--- config.mk ---
export PLATFORM = sky130hd
export DESIGN_NAME = epoch_seconds_to_calendar_unit
export DESIGN_NICKNAME = d
export VERILOG_FILES = /design/src/rtl/esc_pkg.sv /design/src/rtl/epoch_seconds_to_calendar_unit.sv /design/src/rtl/esc_pipe_ctrl.sv /design/src/rtl/esc_day_split.sv /design/src/rtl/esc_civil.sv /design/src/rtl/esc_tod.sv
export VERILOG_INCLUDE_DIRS = /design/src /design/src/rtl
export SDC_FILE = /design/constraint.sdc
export NUM_CORES = 2
export LEC_CHECK = 0
export BUFFER_PORTS_ARGS = -buffer_cell sky130_fd_sc_hd__buf_2
export CORE_UTILIZATION = 45
export DETAILED_ROUTE_END_ITERATION = 8
export HOLD_SLACK_MARGIN = 0.15
export RECOVER_POWER = 100
export SYNTH_ARGS = -nofsm -noshare
export SYNTH_HDL_FRONTEND = slang
export SYNTH_SLANG_ARGS = --single-unit
--- constraint.sdc ---
create_clock -name clk -period 6.2 [get_ports clk]
set_input_delay 0 -clock clk [delete_from_list [all_inputs] [get_ports clk]]
set_output_delay 0 -clock clk [all_outputs]
set_load 0.05 [all_outputs]
--- src/rtl/epoch_seconds_to_calendar_unit_defines.svh ---
// Assertion helpers shared by the calendar converter.
`ifndef EPOCH_SECONDS_TO_CALENDAR_UNIT_DEFINES_SVH
`define EPOCH_SECONDS_TO_CALENDAR_UNIT_DEFINES_SVH

// Same-cycle implication, disabled while reset is held.
`define ESC_ASSERT_IMPLY(label, clk, rst_n, ante, cons, msg) \
    label: assert property (@(posedge clk) disable iff (!rst_n) (ante) |-> (cons)) \
        else $error(msg);

// Next-cycle implication, disabled while reset is held.
`define ESC_ASSERT_NEXT(label, clk, rst_n, ante, cons, msg) \
    label: assert property (@(posedge clk) disable iff (!rst_n) (ante) |=> (cons)) \
        else $error(msg);

`endif

--- src/rtl/esc_pkg.sv ---
`timescale 1ns / 1ps

package esc_pkg;

    // Pipeline stage positions
    localparam int ST_LOCAL    = 0;
    localparam int ST_QEST     = 1;
    localparam int ST_REST     = 2;
    localparam int ST_DAYS     = 3;
    localparam int ST_DOE      = 4;
    localparam int ST_CENT     = 5;
    localparam int ST_NORM     = 6;
    localparam int ST_YOE      = 7;
    localparam int ST_DOY      = 8;
    localparam int ST_MP       = 9;
    localparam int ST_OUT      = 10;
    localparam int STAGE_COUNT = 11;

    // Time constants
    localparam int SECS_PER_DAY  = 86400;
    localparam int SECS_PER_HOUR = 3600;
    localparam int SECS_PER_MIN  = 60;
    localparam int MINS_PER_HOUR = 60;
    localparam int DAYS_PER_YEAR = 365;
    localparam int EPOCH_YEAR    = 1970;

    // Calendar constants (days counted from 0000-03-01)
    localparam int DAYS_TO_EPOCH  = 719468;
    localparam int DAYS_PER_ERA   = 146097;
    localparam int DAYS_PER_4Y    = 1460;
    localparam int DAYS_PER_100Y  = 36524;
    localparam int DAYS_ERA_LAST  = 146096;
    localparam int YEARS_PER_ERA  = 400;
    localparam int ERA_LO         = DAYS_TO_EPOCH / DAYS_PER_ERA;
    localparam int ERA_SPLIT      = (ERA_LO + 1) * DAYS_PER_ERA;

    // Widths
    localparam int SECS_W   = 32;
    localparam int LOCAL_W  = 33;
    localparam int OFFS_W   = 18;
    localparam int DAYS_W   = 16;
    localparam int REM_W    = 17;
    localparam int DOE_W    = 18;
    localparam int YOE_W    = 9;
    localparam int DOY_W    = 9;
    localparam int MOD_W    = 11;

    // Reciprocal constants
    // 86400 = 128 * 675; floor reciprocal, estimate is low by at most one
    localparam int  DAY_PRESHIFT = 7;
    localparam int  DIV675_SHIFT = 36;
    localparam logic [26:0] DIV675_MULT = 27'((64'd1 << DIV675_SHIFT) / 675);
    // ceil reciprocals, exact over the operand range
    localparam int  DIV15_SHIFT = 19;
    localparam logic [15:0] DIV15_MULT = 16'(((64'd1 << DIV15_SHIFT) + 14) / 15);
    localparam int  DIV1460_SHIFT = 29;
    localparam logic [18:0] DIV1460_MULT =
        19'(((64'd1 << DIV1460_SHIFT) + DAYS_PER_4Y - 1) / DAYS_PER_4Y);
    localparam int  DIV365_SHIFT = 27;
    localparam logic [18:0] DIV365_MULT =
        19'(((64'd1 << DIV365_SHIFT) + DAYS_PER_YEAR - 1) / DAYS_PER_YEAR);

    localparam logic signed [4:0] ZONE_OFFSET_RESET = 5'sd8;

    typedef logic [STAGE_COUNT-1:0] stage_en_t;

    // Zone offset in seconds
    function automatic logic signed [OFFS_W-1:0] zone_secs(input logic signed [4:0] hrs);
        logic signed [OFFS_W-1:0] ext;
        logic signed [OFFS_W-1:0] scale;
        ext   = $signed({{(OFFS_W-5){hrs[4]}}, hrs});
        scale = OFFS_W'(SECS_PER_HOUR);
        return ext * scale;
    endfunction

    // First day of each month within a March-based year
    function automatic logic [DOY_W-1:0] month_start(input logic [3:0] mp);
        logic [DOY_W-1:0] r;
        case (mp)
            4'd0:    r = 9'd0;
            4'd1:    r = 9'd31;
            4'd2:    r = 9'd61;
            4'd3:    r = 9'd92;
            4'd4:    r = 9'd122;
            4'd5:    r = 9'd153;
            4'd6:    r = 9'd184;
            4'd7:    r = 9'd214;
            4'd8:    r = 9'd245;
            4'd9:    r = 9'd275;
            4'd10:   r = 9'd306;
            4'd11:   r = 9'd337;
            default: r = 9'd0;
        endcase
        return r;
    endfunction

endpackage

--- src/rtl/epoch_seconds_to_calendar_unit.sv ---
// Throughput: one item per cycle unless the result side stalls; the eleven-stage
// pipeline holds up to eleven items.
// A stall on the result side holds only full stages; bubbles still fill behind it.
// Reset (rst_n, async, active low) empties the pipeline and sets the zone offset to +8 h.
`timescale 1ns / 1ps
`include "epoch_seconds_to_calendar_unit_defines.svh"

module epoch_seconds_to_calendar_unit (
    input  logic                      clk,
    input  logic                      rst_n,
    // Zone offset write channel
    input  logic                      cfg_valid,
    output logic                      cfg_ready,
    input  logic signed [4:0]         zone_offset_hours,
    // Input item channel
    input  logic                      item_valid,
    output logic                      item_stall,
    input  logic [31:0]               epoch_seconds,
    // Result item channel
    output logic                      result_valid,
    input  logic                      result_stall,
    output logic [11:0]               year,
    output logic [3:0]                month,
    output logic [4:0]                day_of_month,
    output logic [4:0]                hour,
    output logic [5:0]                minute
);

    // Stage map:
    //   0      add zone offset in seconds, clamp before the epoch to zero
    //   1..3   split seconds into days and seconds of day
    //          (reciprocal estimate, remainder, one-step correction)
    //   4..10  days go through the era/year-of-era/day-of-year calendar math
    //          while seconds of day become hour and minute in parallel
    // Every stage has its own load enable from the control block, so an item
    // moves up whenever the stage ahead of it is empty or moving.

    logic signed [esc_pkg::OFFS_W-1:0] offset_secs_reg;
    logic signed [esc_pkg::OFFS_W-1:0] offset_secs_next;

    esc_pkg::stage_en_t              stage_en;
    logic [esc_pkg::DAYS_W-1:0]      days;
    logic [esc_pkg::REM_W-1:0]       rem;

    // Always take configuration; the offset is kept pre-scaled to seconds
    // so the first stage needs only an add.
    assign cfg_ready        = 1'b1;
    assign offset_secs_next = esc_pkg::zone_secs(zone_offset_hours);

    always_ff @(posedge clk or negedge rst_n)
    begin
        if (!rst_n)
        begin
            offset_secs_reg <= esc_pkg::zone_secs(esc_pkg::ZONE_OFFSET_RESET);
        end
        else if (cfg_valid && cfg_ready)
        begin
            offset_secs_reg <= offset_secs_next;
        end
    end

    // Valid bits and per-stage load enables
    esc_pipe_ctrl u_ctrl (
        .clk          (clk),
        .rst_n        (rst_n),
        .item_valid   (item_valid),
        .item_stall   (item_stall),
        .result_valid (result_valid),
        .result_stall (result_stall),
        .stage_en     (stage_en)
    );

    // Local seconds to whole days plus seconds of day
    esc_day_split u_day_split (
        .clk           (clk),
        .stage_en      (stage_en),
        .epoch_seconds (epoch_seconds),
        .offset_secs   (offset_secs_reg),
        .days          (days),
        .rem           (rem)
    );

    // Days since epoch to Gregorian date
    esc_civil u_civil (
        .clk          (clk),
        .stage_en     (stage_en),
        .days         (days),
        .year         (year),
        .month        (month),
        .day_of_month (day_of_month)
    );

    // Seconds of day to hour and minute, delayed to line up with the date
    esc_tod u_tod (
        .clk      (clk),
        .stage_en (stage_en),
        .rem      (rem),
        .hour     (hour),
        .minute   (minute)
    );

    `ESC_ASSERT_IMPLY(a_result_fields_in_range, clk, rst_n, result_valid, month >= 4'd1 && month <= 4'd12 && day_of_month >= 5'd1 && hour <= 5'd23 && minute <= 6'd59, "result field out of calendar range")
    `ESC_ASSERT_IMPLY(a_result_year_in_range, clk, rst_n, result_valid, year >= 12'd1970 && year <= 12'd2106, "result year out of range")
    `ESC_ASSERT_NEXT(a_offset_follows_write, clk, rst_n, cfg_valid && cfg_ready, offset_secs_reg == esc_pkg::zone_secs($past(zone_offset_hours)), "zone offset write not taken")

endmodule

--- src/rtl/esc_pipe_ctrl.sv ---
`timescale 1ns / 1ps
`include "epoch_seconds_to_calendar_unit_defines.svh"

module esc_pipe_ctrl (
    input  logic              clk,
    input  logic              rst_n,
    input  logic              item_valid,
    output logic              item_stall,
    output logic              result_valid,
    input  logic              result_stall,
    output esc_pkg::stage_en_t stage_en
);

    localparam int N = esc_pkg::STAGE_COUNT;

    logic [N-1:0] valid_reg;
    logic [N-1:0] valid_next;
    logic [N-1:0] advance;

    // A stage loads when it is empty or its successor moves on
    always_comb
    begin
        advance[N-1] = !valid_reg[N-1] || !result_stall;
        for (int s = N - 2; s >= 0; s--)
        begin
            advance[s] = !valid_reg[s] || advance[s+1];
        end
    end

    assign valid_next   = (advance & {valid_reg[N-2:0], item_valid}) | (~advance & valid_reg);
    assign stage_en     = advance;
    assign item_stall   = !advance[0];
    assign result_valid = valid_reg[N-1];

    always_ff @(posedge clk or negedge rst_n)
    begin
        if (!rst_n)
        begin
            valid_reg <= '0;
        end
        else
        begin
            valid_reg <= valid_next;
        end
    end

    `ESC_ASSERT_NEXT(a_accept_fills_first, clk, rst_n, item_valid && !item_stall, valid_reg[0], "accepted item did not enter first stage")
    `ESC_ASSERT_IMPLY(a_stall_only_when_full, clk, rst_n, item_stall, &valid_reg, "input stalled while a bubble exists")
    `ESC_ASSERT_NEXT(a_held_result_stays, clk, rst_n, (&valid_reg) && result_stall, $stable(valid_reg), "pipeline moved during output stall with full stages")

endmodule

--- src/rtl/esc_day_split.sv ---
`timescale 1ns / 1ps

module esc_day_split (
    input  logic                                  clk,
    input  esc_pkg::stage_en_t                    stage_en,
    input  logic [esc_pkg::SECS_W-1:0]            epoch_seconds,
    input  logic signed [esc_pkg::OFFS_W-1:0]     offset_secs,
    output logic [esc_pkg::DAYS_W-1:0]            days,
    output logic [esc_pkg::REM_W-1:0]             rem
);

    localparam int LW = esc_pkg::LOCAL_W;
    localparam int DW = esc_pkg::DAYS_W;
    localparam int RW = esc_pkg::REM_W;
    localparam int XW = LW - esc_pkg::DAY_PRESHIFT;
    localparam int PW = XW + 27;

    logic [LW-1:0]   local_reg, local_next, local1_reg;
    logic [DW-1:0]   qest_reg, qest_next, q2_reg;
    logic [RW:0]     rest_reg, rest_next;
    logic [DW-1:0]   days_reg, days_next;
    logic [RW-1:0]   rem_reg, rem_next;

    logic signed [LW:0] sum;
    logic [XW-1:0]      scaled;
    logic [PW-1:0]      prod, prod_sh;
    logic [LW-1:0]      day_base, diff;

    // Add the zone offset, clamp below the epoch
    always_comb
    begin
        sum = $signed({2'b00, epoch_seconds}) + $signed({{(LW+1-esc_pkg::OFFS_W){offset_secs[esc_pkg::OFFS_W-1]}}, offset_secs});
        local_next = sum[LW] ? '0 : sum[LW-1:0];
    end

    // Estimate days by reciprocal
    always_comb
    begin
        scaled    = local_reg[LW-1:esc_pkg::DAY_PRESHIFT];
        prod      = PW'(scaled) * PW'(esc_pkg::DIV675_MULT);
        prod_sh   = prod >> esc_pkg::DIV675_SHIFT;
        qest_next = prod_sh[DW-1:0];
    end

    // Remainder of the estimate, below two days
    always_comb
    begin
        day_base  = LW'(qest_reg) * LW'(esc_pkg::SECS_PER_DAY);
        diff      = local1_reg - day_base;
        rest_next = diff[RW:0];
    end

    // Correct the estimate
    always_comb
    begin
        if (rest_reg >= (RW+1)'(esc_pkg::SECS_PER_DAY))
        begin
            days_next = q2_reg + DW'(1);
            rem_next  = RW'(rest_reg - (RW+1)'(esc_pkg::SECS_PER_DAY));
        end
        else
        begin
            days_next = q2_reg;
            rem_next  = rest_reg[RW-1:0];
        end
    end

    always_ff @(posedge clk)
    begin
        if (stage_en[esc_pkg::ST_LOCAL])
        begin
            local_reg <= local_next;
        end
        if (stage_en[esc_pkg::ST_QEST])
        begin
            qest_reg   <= qest_next;
            local1_reg <= local_reg;
        end
        if (stage_en[esc_pkg::ST_REST])
        begin
            rest_reg <= rest_next;
            q2_reg   <= qest_reg;
        end
        if (stage_en[esc_pkg::ST_DAYS])
        begin
            days_reg <= days_next;
            rem_reg  <= rem_next;
        end
    end

    assign days = days_reg;
    assign rem  = rem_reg;

endmodule

--- src/rtl/esc_civil.sv ---
`timescale 1ns / 1ps

module esc_civil (
    input  logic                        clk,
    input  esc_pkg::stage_en_t          stage_en,
    input  logic [esc_pkg::DAYS_W-1:0]  days,
    output logic [11:0]                 year,
    output logic [3:0]                  month,
    output logic [4:0]                  day_of_month
);

    localparam int EW = esc_pkg::DOE_W;
    localparam int YW = esc_pkg::YOE_W;
    localparam int DY = esc_pkg::DOY_W;
    localparam int ZW = 20;
    localparam int PW = EW + 19;

    // Day of era stage
    logic [EW-1:0] doe4_reg, doe4_next;
    logic          era4_reg, era4_next;
    // Century term stage
    logic [6:0]    a_reg, a_next;
    logic [2:0]    b_reg, b_next;
    logic          c_reg, c_next;
    logic [EW-1:0] doe5_reg;
    logic          era5_reg;
    // Normalized day stage
    logic [EW-1:0] n_reg, n_next;
    logic [EW-1:0] doe6_reg;
    logic          era6_reg;
    // Year of era stage
    logic [YW-1:0] yoe_reg, yoe_next;
    logic [EW-1:0] doe7_reg;
    logic          era7_reg;
    // Day of year stage
    logic [DY-1:0] doy_reg, doy_next;
    logic [YW-1:0] yoe8_reg;
    logic          era8_reg;
    // Month index stage
    logic [3:0]    mp_reg, mp_next;
    logic [DY-1:0] doy9_reg;
    logic [YW-1:0] yoe9_reg;
    logic          era9_reg;
    // Output stage
    logic [11:0]   year_reg, year_next;
    logic [3:0]    month_reg, month_next;
    logic [4:0]    dom_reg, dom_next;

    logic [ZW-1:0] z, z_off;
    logic [PW-1:0] pa, pa_sh, py, py_sh;
    logic [EW-1:0] base, doy_full;
    logic [1:0]    c100;
    logic [DY-1:0] dom_full;
    logic [11:0]   era_years;

    // Split into era and day of era
    always_comb
    begin
        z         = ZW'(days) + ZW'(esc_pkg::DAYS_TO_EPOCH);
        era4_next = z >= ZW'(esc_pkg::ERA_SPLIT);
        z_off     = era4_next ? z - ZW'(esc_pkg::ERA_SPLIT)
                              : z - ZW'(esc_pkg::ERA_LO * esc_pkg::DAYS_PER_ERA);
        doe4_next = z_off[EW-1:0];
    end

    // Leap corrections: every fourth year, century, last day of era
    always_comb
    begin
        pa     = PW'(doe4_reg) * PW'(esc_pkg::DIV1460_MULT);
        pa_sh  = pa >> esc_pkg::DIV1460_SHIFT;
        a_next = pa_sh[6:0];
        b_next = 3'(doe4_reg >= EW'(esc_pkg::DAYS_PER_100Y))
               + 3'(doe4_reg >= EW'(2 * esc_pkg::DAYS_PER_100Y))
               + 3'(doe4_reg >= EW'(3 * esc_pkg::DAYS_PER_100Y))
               + 3'(doe4_reg >= EW'(4 * esc_pkg::DAYS_PER_100Y));
        c_next = doe4_reg == EW'(esc_pkg::DAYS_ERA_LAST);
    end

    assign n_next = doe5_reg - EW'(a_reg) + EW'(b_reg) - EW'(c_reg);

    always_comb
    begin
        py       = PW'(n_reg) * PW'(esc_pkg::DIV365_MULT);
        py_sh    = py >> esc_pkg::DIV365_SHIFT;
        yoe_next = py_sh[YW-1:0];
    end

    always_comb
    begin
        c100 = 2'(yoe_reg >= YW'(100)) + 2'(yoe_reg >= YW'(200)) + 2'(yoe_reg >= YW'(300));
        base = EW'(yoe_reg) * EW'(esc_pkg::DAYS_PER_YEAR) + EW'(yoe_reg >> 2) - EW'(c100);
        doy_full = doe7_reg - base;
        doy_next = doy_full[DY-1:0];
    end

    // Count month starts at or below the day of year
    always_comb
    begin
        mp_next = '0;
        for (int i = 1; i < 12; i++)
        begin
            if (doy_reg >= esc_pkg::month_start(4'(i)))
            begin
                mp_next = mp_next + 4'd1;
            end
        end
    end

    // March-based month back to January-based, carry into the year
    always_comb
    begin
        dom_full   = doy9_reg - esc_pkg::month_start(mp_reg) + DY'(1);
        dom_next   = dom_full[4:0];
        month_next = (mp_reg < 4'd10) ? mp_reg + 4'd3 : mp_reg - 4'd9;
        era_years  = era9_reg ? 12'((esc_pkg::ERA_LO + 1) * esc_pkg::YEARS_PER_ERA)
                              : 12'(esc_pkg::ERA_LO * esc_pkg::YEARS_PER_ERA);
        year_next  = 12'(yoe9_reg) + era_years + 12'(mp_reg >= 4'd10);
    end

    always_ff @(posedge clk)
    begin
        if (stage_en[esc_pkg::ST_DOE])
        begin
            doe4_reg <= doe4_next;
            era4_reg <= era4_next;
        end
        if (stage_en[esc_pkg::ST_CENT])
        begin
            a_reg    <= a_next;
            b_reg    <= b_next;
            c_reg    <= c_next;
            doe5_reg <= doe4_reg;
            era5_reg <= era4_reg;
        end
        if (stage_en[esc_pkg::ST_NORM])
        begin
            n_reg    <= n_next;
            doe6_reg <= doe5_reg;
            era6_reg <= era5_reg;
        end
        if (stage_en[esc_pkg::ST_YOE])
        begin
            yoe_reg  <= yoe_next;
            doe7_reg <= doe6_reg;
            era7_reg <= era6_reg;
        end
        if (stage_en[esc_pkg::ST_DOY])
        begin
            doy_reg  <= doy_next;
            yoe8_reg <= yoe_reg;
            era8_reg <= era7_reg;
        end
        if (stage_en[esc_pkg::ST_MP])
        begin
            mp_reg   <= mp_next;
            doy9_reg <= doy_reg;
            yoe9_reg <= yoe8_reg;
            era9_reg <= era8_reg;
        end
        if (stage_en[esc_pkg::ST_OUT])
        begin
            year_reg  <= year_next;
            month_reg <= month_next;
            dom_reg   <= dom_next;
        end
    end

    assign year         = year_reg;
    assign month        = month_reg;
    assign day_of_month = dom_reg;

endmodule

--- src/rtl/esc_tod.sv ---
`timescale 1ns / 1ps

module esc_tod (
    input  logic                       clk,
    input  esc_pkg::stage_en_t         stage_en,
    input  logic [esc_pkg::REM_W-1:0]  rem,
    output logic [4:0]                 hour,
    output logic [5:0]                 minute
);

    localparam int MW = esc_pkg::MOD_W;

    logic [MW-1:0] mod_reg, mod_next, mod5_reg;
    logic [4:0]    hour5_reg, hour5_next;
    logic [4:0]    hour6_reg, hour7_reg, hour8_reg, hour9_reg, hour10_reg;
    logic [5:0]    min6_reg, min6_next, min7_reg, min8_reg, min9_reg, min10_reg;

    logic [14:0]   rq;
    logic [30:0]   pm, pm_sh;
    logic [8:0]    hq;
    logic [24:0]   ph, ph_sh;
    logic [MW-1:0] min_full;

    // Minute of day: rem / 60 = (rem / 4) / 15
    always_comb
    begin
        rq       = rem[esc_pkg::REM_W-1:2];
        pm       = 31'(rq) * 31'(esc_pkg::DIV15_MULT);
        pm_sh    = pm >> esc_pkg::DIV15_SHIFT;
        mod_next = pm_sh[MW-1:0];
    end

    always_comb
    begin
        hq         = mod_reg[MW-1:2];
        ph         = 25'(hq) * 25'(esc_pkg::DIV15_MULT);
        ph_sh      = ph >> esc_pkg::DIV15_SHIFT;
        hour5_next = ph_sh[4:0];
    end

    always_comb
    begin
        min_full  = mod5_reg - MW'(hour5_reg) * MW'(esc_pkg::MINS_PER_HOUR);
        min6_next = min_full[5:0];
    end

    always_ff @(posedge clk)
    begin
        if (stage_en[esc_pkg::ST_DOE])
        begin
            mod_reg <= mod_next;
        end
        if (stage_en[esc_pkg::ST_CENT])
        begin
            hour5_reg <= hour5_next;
            mod5_reg  <= mod_reg;
        end
        if (stage_en[esc_pkg::ST_NORM])
        begin
            hour6_reg <= hour5_reg;
            min6_reg  <= min6_next;
        end
        if (stage_en[esc_pkg::ST_YOE])
        begin
            hour7_reg <= hour6_reg;
            min7_reg  <= min6_reg;
        end
        if (stage_en[esc_pkg::ST_DOY])
        begin
            hour8_reg <= hour7_reg;
            min8_reg  <= min7_reg;
        end
        if (stage_en[esc_pkg::ST_MP])
        begin
            hour9_reg <= hour8_reg;
            min9_reg  <= min8_reg;
        end
        if (stage_en[esc_pkg::ST_OUT])
        begin
            hour10_reg <= hour9_reg;
            min10_reg  <= min9_reg;
        end
    end

    assign hour   = hour10_reg;
    assign minute = min10_reg;

endmodule

==> After elaboration in Yosys (flattened, before gate mapping) <==
Memory sizes are Yosys's and may differ from the RTL's. A register that Yosys moved wholly into a read port is not among the register bits.
Cells that the tools add are included.
{ "word_totals": {"rom_bits": 144, "word_cells": 158, "latchBits": 0, "register_bits": 391, "ramBits": 0, "memories": 1} }
{ "op_classes": {"eq_ne": 1, "div_mod_pow": 0, "n_mul": 9, "n_addsub": 35, "n_mux": 17, "bitwise_logic": 4, "n_lt_le_gt_ge": 22, "reduce_logical": 24, "shifts": 0} }
{ "mem_list": {"columns": ["name", "words", "word_bits", "read_ports", "rd_ports_with_merged_regs", "wr", "line_no", "rtl"], "rows": [
  ["(no name shown)", 16, 9, 1, 1, 0, "esc_pkg.sv:79", "case (mp)"]
]} }
{ "ops": {"columns": ["op", "count"], "rows": [
  ["$mul A18 B16 Y33 const B", 2],
  ["$ge A18 B17 Y1 const B", 3],
  ["$mul A26 B24 Y49 const B", 1],
  ["$mux W4", 12],
  ["$ge A9 B8 Y1 const B", 5],
  ["$add A4 B1 Y4 const B", 9],
  ["$ge A9 B9 Y1 const B", 4],
  ["$add A33 B18 Y34", 1],
  ["$mul A15 B16 Y30 const B", 1],
  ["$ge A9 B7 Y1 const B", 3],
  ["$mul A9 B16 Y24 const B", 1],
  ["$and A11 B11 Y11", 2],
  ["$add A16 B20 Y20 const B", 1],
  ["$ge A20 B20 Y1 const B", 1],
  ["$add A18 B3 Y18", 1],
  ["$eq A18 B18 Y1 const B", 1],
  ["$ge A18 B16 Y1 const B", 1],
  ["$ge A18 B18 Y1 const B", 1],
  ["$mux W18", 1],
  ["$sub A18 B1 Y18", 1],
  ["$sub A18 B16 Y18 const B", 1],
  ["$sub A18 B18 Y18", 1],
  ["$sub A18 B18 Y18 const B", 1],
  ["$sub A18 B7 Y18", 1],
  ["other kinds (32)", 56]
]} }

==> Longest topological paths before layout <==
{ "logic_depth": {"depth_word": 23, "mapped_depth": 33, "depth_no_buf": 31} }

==> Cells and area by module <==
From an unflattened synthesis, not the netlist that was laid out.
{ "hier_totals": {"hier_cells": 3992, "hier_area_um2": 44485.2} }
{ "by_module_without_submodules": {"columns": ["mod", "cells_per_inst", "seq_area_each_um2", "area_each_um2", "instances"], "rows": [
  ["esc_civil", 1936, 4754.6, 20990.1, 1],
  ["esc_day_split", 1507, 4023.9, 16500.8, 1],
  ["esc_tod", 416, 2312.2, 5431.5, 1],
  ["epoch_seconds_to_calendar_unit", 89, 355.3, 1059.8, 1],
  ["esc_pipe_ctrl", 44, 275.3, 503.0, 1]
]} }

==> Worst setup path after synthesis <==
No wires, ideal clock.
{ "synth_timing": {"path_kind": "register -> register", "start": "register u_civil.doy_reg[4]", "end": "register with a tool-made name", "path_stages_with_launch": 33, "arrival_ns": 6.501, "path_slack_ns": -0.427, "period_less_slack_ns": 6.627, "t_required_ns": 6.074, "setup_time_ns": 0.126, "path_cell_list": "edfxtp_1 buf_4 buf_2 and3_1 a311o_1 inv_1 ha_1 clkbuf_1 xnor2_1 ha_1 xnor2_1 and2_1 a211oi_2 ha_1 nand2_1 o41ai_2 xnor2_1 a21oi_1 ha_1 or3_1 a21oi_1 o31ai_1 ha_1 nand2_1 o21ai_0 xnor2_1 mux2_2 mux2i_1 ha_1 or3_1 a21oi_1 a31o_2 nor3_2"} }
{ "synth_lines": {"columns": ["item", "line_no", "rtl"], "rows": [
  ["start, declared", "esc_civil.sv:36", "logic [DY-1:0] doy_reg, doy_next;"],
  ["start signal, assigned", "esc_civil.sv:149", "doy_reg <= doy_next;"]
]} }

==> Worst setup path in the final report <==
{ "layout_timing": {"start": "register u_day_split.local_reg[11]", "end": "register u_day_split.qest_reg[12] (data pin)"} }
{ "layout_between": {"elab_chain_cells": 1} }
{ "layout_rtl": {"columns": ["item", "line_no", "rtl"], "rows": [
  ["start, declared", "esc_day_split.sv:18", "logic [LW-1:0] local_reg, local_next, local1_reg;"],
  ["start signal, assigned", "esc_day_split.sv:72", "local_reg <= local_next;"],
  ["$mul A26 B24 Y49", "esc_day_split.sv:40", "prod = PW'(scaled) * PW'(esc_pkg::DIV675_MULT);"],
  ["via u_day_split.prod[48]", "esc_day_split.sv:26", "logic [PW-1:0] prod, prod_sh;"],
  ["end signal, assigned", "esc_day_split.sv:76", "qest_reg <= qest_next;"],
  ["end, declared", "esc_day_split.sv:19", "logic [DW-1:0] qest_reg, qest_next, q2_reg;"]
]} }
The timed path passes the listed nets, and every way through them passes these cells.
A chain may end at the register's enable or synchronous reset.

==> impl_metrics.ini <==
[status]
status = complete, but fails checks
violations = max-capacitance violations, max-slew violations

[layout]
stdcell_count = 5616
area_delta_synth_final_pct = 14.76
mostFrequentLayoutCell = ha_1
post_route_cells_drive_above_1_share_pct = 11.96
largest_register_ffs = 33
multi_input_area_um2 = 29280
n_fill_cell = 8578
antenna_cells = 0
nets = 5728
final_cell_mix = ha_1 (913), inv_1 (874), fa_1 (422), edfxtp_1 (364), buf_4 (196)
ff_latch_area_um2 = 11660

[yosys]
netlist_top_cells_area = ha_1 (27%), edfxtp_1 (25%), fa_1 (20%)
yosysUniqueCellTypes = 96
syn_inst = 3913
synthFlopType = edfxtp_1
ys_ff_latch = 394
synth_area_um2 = 43760
synth_nets = 5338
avgSynthCellArea_um2 = 11.18
yosysWarnings = 0
async_reset_ff_share_pct = 6.345
synth-edff-count = 364
synth_top_area_share_pct = 26.85
synth_top_area_cell = ha_1
ys_seq_area_share_pct = 26.65

[sta]
clock.fmax_mhz = 161.7
post-route-period-util_pct = 99.73
tightestPinTransition_ps = 1783
maxSlewHeadroom_pct = -18.85
tns_ps = 0
period_minus_slack_ps = 6183
skew_ps = 26.18
setup_viol = 0
finalHoldViolCount = 0
rsz0062_at_grt = true
maxSlewViolCount = 56

[min_path]
hold_path.startpoint = epoch_seconds[5]
hold_end = u_day_split.local_reg[5]
hold_depth = 4
hold_path_class = in -> reg

[routing]
drt-wirelength-per-cell_um = 15.40
viasPerCell = 4.900
drcViolationCount = 0
num_vias = 27516
first_iter_violations = 847
drt-total-wl_mm = 86.49
firstDrtPassIters = 5
postRouteAntennaNets = 0

[clocking]
cts_root_buf = clkbuf_16
numClockSinks = 394
cts_made_buffers = 46
insertion_delay_ps = 600
clkTransAtPathRegs_ps = 60
h-tree-depth = 2
clock_path_buffers = 3
cts_tree = yes

[setup_path]
worst_r2r_path_depth = 23
start_kind = register
critPathCaptureType = register
crit_type = reg -> reg
rrSetupSlack_ps = 20
cp_max_fo = 9
arrival_ps = 6530
reg2reg_from = u_day_split.local_reg[11]
r2r_end = u_day_split.qest_reg[12]
cp.required_ps = 6550

[die]
dieArea_um2 = 98500
die_x_um = 313.8
initial_core_util_pct = 45.32
core_area_um2 = 96570
rows = 114
die_y_um = 313.8
io_pins = 77

[flow_run]
maxCapViolations = 2

[global_route]
grt_usage_pct = 18.16
overflow = 0
grt_pass1_wl_mm = 144.1
antenna_found_initial = 2
grt_max_degree = 41
grt_pass1_vias = 28767

[placed_design]
port-buffer-count = 75
dp_cells = 5420
hpwlAfterDp_mm = 72.35
gp_congestion = 0.8596
==> logic make-up (layout without fill, tap and decap cells) <==
kind of cell | count (synthesis) | after routing | share of synthesized area (%)
adders and majority gates | 1383 | 1383 | 47.16
other | 1 | 1 | 0.008569
and+or+nand+nor | 483 | 483 | 5.575
buffers and inverters | 921 | 1348 | 7.977
AOI/OAI and AO/OA | 477 | 477 | 7.251
xor gates and xnor gates | 221 | 221 | 4.529
DFF | 394 | 394 | 26.65
muxes | 33 | 33 | 0.8549
==> Yosys cell counts, drive strengths merged, types with 8 or more instances <==
cell type / number
o311ai: 8
and3: 22
a21o: 67
a21boi: 8
mux2i: 14
edfxtp: 364
o211ai: 13
o31ai: 9
xor2: 65
fa: 444
a21oi: 130
a31oi: 16
or3: 11
clkbuf: 13
nand3: 43
dfrtp: 21
or2: 12
a211oi: 21
mux2: 19
a31o: 8
buf: 15
inv: 893
o21ai: 95
nor2: 116
nor3: 37
nand2b: 39
nor2b: 30
o21a: 18
nand2: 108
o21bai: 19
ha: 939
nor4: 12
xnor2: 153
nand4: 26
==> layout make-up <==
class,instances,share of cell area [%]
repair buffers,370,5.433
well taps,1276,3.179
inverters,893,6.674
clock buffers,53,2.344
flip-flops and latches,394,23.22
multi-input cells,2598,58.30
clock inverters,32,0.8520
==> timing repair <==
action	4_1_cts	5_1_grt
setup buffers	23	31
hold buffers	59	0
gates resized for setup	47	111
hold endpoints to repair	106	0
setup endpoints to repair	19	29
pin swaps	52	127
==> how the worst max path moves through the flow <==
stage	startpoint	end	slack, ps	cells past startpoint
5_1_grt	u_civil.doy_reg[1]	register	-300	30
6_report	u_day_split.local_reg[11]	u_day_split.qest_reg[12]	20	23
3_5_place_dp	u_day_split.local_reg[13]	u_day_split.qest_reg[12]	-330	23
2_1_floorplan	u_civil.doy_reg[1]	register	-30	31
3_3_place_gp	u_day_split.local_reg[13]	u_day_split.qest_reg[12]	-270	23
4_1_cts	u_civil.doy_reg[1]	register	-60	30
==> per-layer routing <==
metal | part of all wire (%) | up-vias | GRT usage, %
met5 | 0.0092 | - | 0
met4 | 2.4 | 2 | 4.834
met3 | 2.3 | 107 | 1.986
met2 | 50 | 274 | 32.48
met1 | 45 | 13286 | 23.21
li1 | - | 13847 | -
==> through the flow <==
stage / util (%) / cell area (um2) / hold WS, ps / setup slack (ps)
floorplan: - / 43820 / -295.6 / -26.74
global placement: 48.71 / 47040 / 99.56 / -265.5
detailed placement: 48.71 / 47040 / 101.5 / -329.1
CTS: 51.40 / 49630 / 167.8 / -56.80
global route: 52.01 / 50220 / 216.4 / -298.4
finish: 52.01 / 50220 / 209.6 / 16.65
==> critical path, cell delays in order (launching register included) <==
cell	delay [ps]
edfxtp_1	460
buf_6	200
fa_1	360
ha_1	280
inv_1	50
fa_2	560
inv_1	40
ha_1	320
ha_4	250
fa_1	540
inv_1	60
fa_1	530
inv_1	40
ha_1	310
nand4_1	160
nor2_2	80
a221oi_2	290
o21ai_2	130
a41o_1	330
o2111a_2	330
o211ai_1	250
a21oi_2	120
a21oi_2	160
xnor2_1	90
Power is left out: the tool's default activity adds up to more than one toggle a clock period on the data nets, which glitch-free logic cannot reach.
